`src/rtl/core/uev_pkg.sv`:
```
`default_nettype none

package uev_pkg;

  // Encoding select codes held in the configuration register.
  localparam logic [2:0] ENC_UTF8     = 3'd0;
  localparam logic [2:0] ENC_UTF16_BE = 3'd1;
  localparam logic [2:0] ENC_UTF16_LE = 3'd2;
  localparam logic [2:0] ENC_UTF32_BE = 3'd3;
  localparam logic [2:0] ENC_UTF32_LE = 3'd4;

  // Code point limits used by the UTF-32 check.
  localparam logic [15:0] CP_MAX_HIGH = 16'h0010;  // upper half of 0x10FFFF
  localparam logic [20:0] CP_SURR_TOP = 21'h00001B; // 0xD800..0xDFFF >> 11

  // Surrogate prefixes of a 16-bit unit (top six bits).
  localparam logic [5:0] SURR_HIGH = 6'b110110;
  localparam logic [5:0] SURR_LOW  = 6'b110111;

  // Per-text stream state carried between bytes.
  typedef struct packed {
    logic [1:0]  byte_phase;
    logic [23:0] unit_bytes;
    logic [1:0]  continuations_left;
    logic        awaiting_low_half;
    logic        seen_error;
  } uev_state_t;

endpackage

`default_nettype wire

```
`src/rtl/core/uev_step.sv`:
```
`default_nettype none

module uev_step import uev_pkg::*; (
  input  wire logic [2:0] enc_sel,
  input  wire uev_state_t state,
  input  wire logic [7:0] data_byte,
  output uev_state_t      state_next,
  output logic            text_ok
);

  logic        complete;
  logic [7:0]  first;
  logic [15:0] unit16;
  logic [31:0] cp;

  // Assemble the candidate 16-bit and 32-bit units for both byte orders.
  always_comb begin
    first = state.unit_bytes[7:0];
    if (enc_sel == ENC_UTF16_BE) begin
      unit16 = {first, data_byte};
    end else begin
      unit16 = {data_byte, first};
    end
    if (enc_sel == ENC_UTF32_BE) begin
      cp = {state.unit_bytes, data_byte};
    end else begin
      cp = {data_byte, state.unit_bytes[7:0], state.unit_bytes[15:8],
            state.unit_bytes[23:16]};
    end
  end

  // Advance the stream state by one byte in the selected encoding.
  always_comb begin
    state_next = state;
    complete   = 1'b0;
    unique case (enc_sel)
      ENC_UTF8: begin
        if (state.continuations_left != 2'd0) begin
          if (data_byte[7:6] != 2'b10) begin
            state_next.seen_error = 1'b1;
          end
          state_next.continuations_left = state.continuations_left - 2'd1;
        end else if (data_byte[7] == 1'b0) begin
          state_next.continuations_left = 2'd0;
        end else if (data_byte[7:5] == 3'b110) begin
          state_next.continuations_left = 2'd1;
        end else if (data_byte[7:4] == 4'b1110) begin
          state_next.continuations_left = 2'd2;
        end else if (data_byte[7:3] == 5'b11110) begin
          state_next.continuations_left = 2'd3;
        end else begin
          state_next.seen_error = 1'b1;
        end
        complete = (state_next.continuations_left == 2'd0);
      end
      ENC_UTF16_BE, ENC_UTF16_LE: begin
        if (state.byte_phase == 2'd0) begin
          state_next.unit_bytes = {16'h0000, data_byte};
          state_next.byte_phase = 2'd1;
        end else begin
          state_next.byte_phase = 2'd0;
          state_next.unit_bytes = '0;
          complete = 1'b1;
          if (state.awaiting_low_half) begin
            if (unit16[15:10] != SURR_LOW) begin
              state_next.seen_error = 1'b1;
            end
            state_next.awaiting_low_half = 1'b0;
          end else if (unit16[15:10] == SURR_HIGH) begin
            state_next.awaiting_low_half = 1'b1;
          end else if (unit16[15:10] == SURR_LOW) begin
            state_next.seen_error = 1'b1;
          end
        end
      end
      ENC_UTF32_BE, ENC_UTF32_LE: begin
        if (state.byte_phase != 2'd3) begin
          state_next.unit_bytes = {state.unit_bytes[15:0], data_byte};
          state_next.byte_phase = state.byte_phase + 2'd1;
        end else begin
          state_next.byte_phase = 2'd0;
          state_next.unit_bytes = '0;
          complete = 1'b1;
          if ((cp[31:16] > CP_MAX_HIGH) || (cp[31:11] == CP_SURR_TOP)) begin
            state_next.seen_error = 1'b1;
          end
        end
      end
      default: begin
        // Unused encoding codes: the text can never be valid.
        state_next.seen_error = 1'b1;
      end
    endcase
  end

  // Verdict if this byte closes the text.
  assign text_ok = complete && !state_next.seen_error && !state_next.awaiting_low_half;

endmodule

`default_nettype wire

```
`src/rtl/core/unicode_encoding_validator_unit.sv`:
```
`default_nettype none

// A request carrying last passes the input register and then the result register to valid_res.
// Throughput: one byte per cycle but for the stall below; the stream state updates with each byte.
// An unread verdict stalls intake only when the next final byte needs the output.
// Reset (rst, synchronous) selects UTF-8 and clears the stream state and both stages.
// A configuration write also clears the stream state.
module unicode_encoding_validator_unit import uev_pkg::*; (
  input  wire logic       clk,
  input  wire logic       rst,
  input  wire logic       in_valid,
  output logic            in_ready,
  input  wire logic [7:0] data_byte,
  input  wire logic       last,
  output logic            out_valid,
  input  wire logic       out_ready,
  output logic            valid_res,
  input  wire logic       cfg_valid,
  output logic            cfg_ready,
  input  wire logic [2:0] encoding
);

  logic       [2:0] enc_sel;
  uev_state_t       state;
  uev_state_t       state_next;
  logic             text_ok;
  logic             s1_valid;
  logic       [7:0] s1_byte;
  logic             s1_last;
  logic             s1_fire;
  logic             cfg_fire;

  assign cfg_ready = 1'b1;
  assign cfg_fire  = cfg_valid && cfg_ready;

  // The input stage drains unless it holds a final byte and the output is blocked.
  assign s1_fire  = s1_valid && (!s1_last || !out_valid || out_ready);
  assign in_ready = !s1_valid || s1_fire;

  // Input register.
  always_ff @(posedge clk) begin
    if (rst) begin
      s1_valid <= 1'b0;
    end else if (in_ready) begin
      s1_valid <= in_valid;
    end
    if (in_ready && in_valid) begin
      s1_byte <= data_byte;
      s1_last <= last;
    end
  end

  uev_step u_step (
    .enc_sel    (enc_sel),
    .state      (state),
    .data_byte  (s1_byte),
    .state_next (state_next),
    .text_ok    (text_ok)
  );

  // Encoding register and stream state.
  always_ff @(posedge clk) begin
    if (rst) begin
      enc_sel <= ENC_UTF8;
      state   <= '0;
    end else if (cfg_fire) begin
      enc_sel <= encoding;
      state   <= '0;
    end else if (s1_fire) begin
      state <= s1_last ? '0 : state_next;
    end
  end

  // Result register.
  always_ff @(posedge clk) begin
    if (rst) begin
      out_valid <= 1'b0;
    end else if (s1_fire && s1_last) begin
      out_valid <= 1'b1;
    end else if (out_ready) begin
      out_valid <= 1'b0;
    end
    if (s1_fire && s1_last) begin
      valid_res <= text_ok;
    end
  end

  // UTF-8 continuation tracking only runs under UTF-8.
  assert property (@(posedge clk) disable iff (rst)
    (state.continuations_left != 2'd0) |-> (enc_sel == ENC_UTF8))
    else $error("continuation count set outside UTF-8");

  // A pending surrogate exists only under UTF-16.
  assert property (@(posedge clk) disable iff (rst)
    state.awaiting_low_half |-> (enc_sel == ENC_UTF16_BE || enc_sel == ENC_UTF16_LE))
    else $error("surrogate wait outside UTF-16");

  // UTF-16 never goes past the second byte of a unit.
  assert property (@(posedge clk) disable iff (rst)
    (enc_sel == ENC_UTF16_BE || enc_sel == ENC_UTF16_LE) |-> (state.byte_phase <= 2'd1))
    else $error("UTF-16 byte phase out of range");

  // The final byte of a text leaves a clean state and a pending verdict.
  assert property (@(posedge clk) disable iff (rst)
    (s1_fire && s1_last) |=> (state == '0) && out_valid)
    else $error("end of text did not clear state or post a verdict");

  // A final byte never overwrites an unread verdict.
  assert property (@(posedge clk) disable iff (rst)
    (s1_fire && s1_last) |-> (!out_valid || out_ready))
    else $error("verdict overwritten");

endmodule

`default_nettype wire

```
`config.mk`:
```
export PLATFORM = sky130hd
export DESIGN_NAME = unicode_encoding_validator_unit
export DESIGN_NICKNAME = d
export VERILOG_FILES = /design/src/rtl/core/uev_pkg.sv /design/src/rtl/core/uev_step.sv /design/src/rtl/core/unicode_encoding_validator_unit.sv
export SDC_FILE = /design/constraint.sdc
export NUM_CORES = 1
export LEC_CHECK = 0
export BUFFER_PORTS_ARGS = -buffer_cell sky130_fd_sc_hd__buf_2
export CORE_UTILIZATION = 40
export CTS_CLUSTER_SIZE = 24
export DETAILED_ROUTE_END_ITERATION = 10
export GPL_ROUTABILITY_DRIVEN = 0
export GPL_TIMING_DRIVEN = 0
export RECOVER_POWER = 25
export SYNTH_ARGS = -nofsm -noshare
export SYNTH_HDL_FRONTEND = slang
export SYNTH_SLANG_ARGS = --single-unit
```
`constraint.sdc`:
```
create_clock -name clk -period 3.3 [get_ports clk]
set_input_delay 0.33 -clock clk [delete_from_list [all_inputs] [get_ports clk]]
set_output_delay 0.33 -clock clk [all_outputs]
set_load 0.005 [all_outputs]
```
==> results by group <==
Place
  – DP Worst Slack: 1.322 ns
  – Dpl hpwl: 3394 um
  – IO buf count: 19

Worst setup path
  – Startpoint types: register
  – Slowest stage delay, CP: 0.42 ns
  – CP max stage cell: dfxtp_1
  – Cell family with most CP delay: simple AND/OR/NAND/NOR gates
  – Crit-path max FO: 10
  – Crit path cell chain: clkbuf_1 > nor3b_1 > nor4b_1 > or3_1 > a32o_1 > nor3_1
  – Arr. time, crit path: 2.30 ns
  – CP required: 3.43 ns
  – Worst Path Class, Setup: reg2reg
  – CP Buf/Inv Count: 1
  – Critical Path Sink Type: register

Synth
  – Main combinational cell family by area after synthesis: simple AND/OR/NAND/NOR gates
  – Synth Area in Adders: 0.01169
  – Seq cells post-synth: 45
  – Syn_area_per_cell: 8.846 um^2
  – Synthesized area: 0.002141 mm^2
  – Largest area contributor in the netlist: dfxtp_1
  – Top_reg_cell synth: dfxtp_1
  – Sequential area share after synthesis: 0.4676
  – Async SR Flop Fraction: 0
  – Number of synthesized flops with an enable pin: 10
  – Top cells by area, synth: dfxtp_1 33%, edfxtp_1 14%, a22oi_1 5.6%
  – Simple-Gate Fraction of Synth Area: 0.2490
  – Post-synth top area share: 0.3273
  – Syn nets: between 200 and 300
  – Library cells used by synthesis: 47
  – Syn Inst Count: ~240
  – Yosys warnings: 0
  – Mux cell area share after synthesis: 0.01403
  – Compound-Gate Fraction of Synth Area: 0.2051
  – Post-synthesis xor/xnor area fraction: 0.004091

Clock tree
  – Inserted Clock Buffers: 5
  – Worst-Skew Late Latency: approximately 0.3 ns
  – Clock-pin slew on the worst setup and hold paths: 0.08 ns
  – TritonCTS clock tree: done
  – Cts hold-fix bufs: 0
  – Post-cts resize count: 0
  – H-tree levels: 2
  – Clock Tree Root: clkbuf_8
  – Clock buffer depth: 2
  – Clock Sinks: 45
  – Setup Buffers After CTS: 0

Worst hold path
  – HP Class: in2reg

Routing
  – Residual DRC: 0
  – Vias post-DR: 1787
  – Drt total wl: 4673 um
  – DR iter-0 viols: between 100 and 150
  – WL/cell: 13.78 um
  – Via density per instance: approximately 5.3
  – DRT Pass-1 Iters: 5
  – Routed Antenna Nets: 0

Power
  – Design Power: between 1 and 1.5 mW
  – Static Leak: 0.8329 nW
  – Pwr/cell area: 446.9 mW/mm^2
  – Switch share: 0.2405
  – Comb power frac: 0.084
  – Clk pwr share: 0.375
  – Net Sw Power: approximately 260 uW
  – Flop pwr share: 0.541
  – VDD IR-drop max: between 0.0003 and 0.0004 V
  – Internal: 825.1 uW

Floorplanning
  – CORE AREA: 0.005140 mm^2
  – Rows: 26
  – IO Count: 21
  – Die H: ~75 um
  – Starting Density: 0.4165
  – Die Area: roughly 0.0056 mm^2
  – Die W: between 70 and 80 um

Global route
  – GRT Util Overall: 0.1881
  – Largest net degree at the start of global routing: 15
  – Number of global-route vias before repair: between 1500 and 2000
  – Total grt overflow: 0
  – Initial antenna violation count: 0
  – First-pass GRT wire length: 7817 um

STA
  – Share of the clock period used by the worst path: 0.6580
  – Worst slew pin tran: 0.6634 ns
  – Fmax: 0.4605 GHz
  – Final Hold Vio Count: 0
  – Relative slew slack: 0.5577
  – Layout Skew: 0.005044 ns
  – # setup viols final: 0
  – Post-route setup slack: 1.128 ns
  – Setup TNS: 0 ns
  – Tmin final: 2.172 ns
  – Fin. max-slew vios: 0
  – RSZ-0062 raised after global routing: no
  – Fin Hold WS: 0.2003 ns

Final layout
  – Nets: 287
  – Util after Layout: 0.4730
  – Fraction of layout cells with a size suffix above 1: 0.1450
  – Ant. Diodes: 0
  – Layout overhead on the synthesized area: 13.56%

Job
  – Max Cap Viol: 0

Outcome
  – Status: completed
## worst paths after layout
path                           endpoint                     from  slack, ns  cells after the start
setup / recovery    valid_res$_DFFE_PP_  enc_sel[0]$_SDFFE_PP0P_       1.13                      6
hold reg to reg   state[5]$_SDFFE_PP0P_    state[5]$_SDFFE_PP0P_       0.48                      2
setup reg to reg    valid_res$_DFFE_PP_  enc_sel[0]$_SDFFE_PP0P_       1.13                      6
hold / removal        s1_last$_DFFE_PP_                     last       0.20                      1
## Yosys cell counts, types with 4 or more instances
master / number
inv_1: 8
nor3_1: 7
a21oi_1: 20
nand2_1: 20
nand2b_1: 4
o211ai_1: 10
nand4_1: 4
edfxtp_1: 10
or3_1: 4
nor4_1: 9
buf_2: 5
nor2_1: 29
a22oi_1: 16
clkbuf_1: 6
o21ai_0: 7
dfxtp_1: 35
## stage by stage
step           cells  area, um^2
3_3_place_gp     331        2323
5_1_grt          339        2431
4_1_cts          339        2437
6_report         339        2431
3_5_place_dp     331        2323
2_1_floorplan    242        2141
## layout make-up
class | count | area, um^2
buffer | 14 | 63.81
multi-input combinational | 175 | 1040
tap | 70 | 87.58
fill | 537 | 2709
sequential | 45 | 1001
timing repair buffer | 19 | 95.09
inverter | 8 | 30.03
clock inverter | 1 | 6.256
clock buffer | 7 | 107.6
## per-layer routing
layer  up-vias  routed length (um)  share of wire  track usage
li1        941                   -              -            -
met1       808                2325           0.50       0.2664
met2        34                2109           0.45       0.2863
met3         4                 187          0.040      0.03614
met4         0                  51          0.011      0.06790
met5         -                   0              0            0
## cells by family after synthesis
logic type,count (synthesis)
mux,3
flops,45
compound gates,67
simple gates,101
buf+inv,22
xor+xnor,1
other cells,1
fa+ha+maj,2
## placed cells by master, fill, tap and decap left out, types with 8 or more instances in the layout
master     n
nor2_1    29
edfxtp_1  10
inv_1      8
nand2_1   20
nor4_1     9
buf_2     22
dfxtp_1   35
a22oi_1   16
a21oi_1   20
o211ai_1  10
clkbuf_1   9
## registers in the layout, summed over array words and instances, names as in the netlist
name       flops
valid_res      1
s1_byte        8
s1_valid       1
s1_last        1
enc_sel        3
out_valid      1
state         30
## power groups by stage
stage	sequential, mW	combinational [mW]	clock, mW
6_report	0.587	0.0913	0.408
4_1_cts	0.587	0.0922	0.420
5_1_grt	0.590	0.102	0.443
2_1_floorplan	0.596	0.0630	0
3_5_place_dp	0.600	0.0918	0
3_3_place_gp	0.600	0.0908	0
Power figures use the tool's default switching activity.
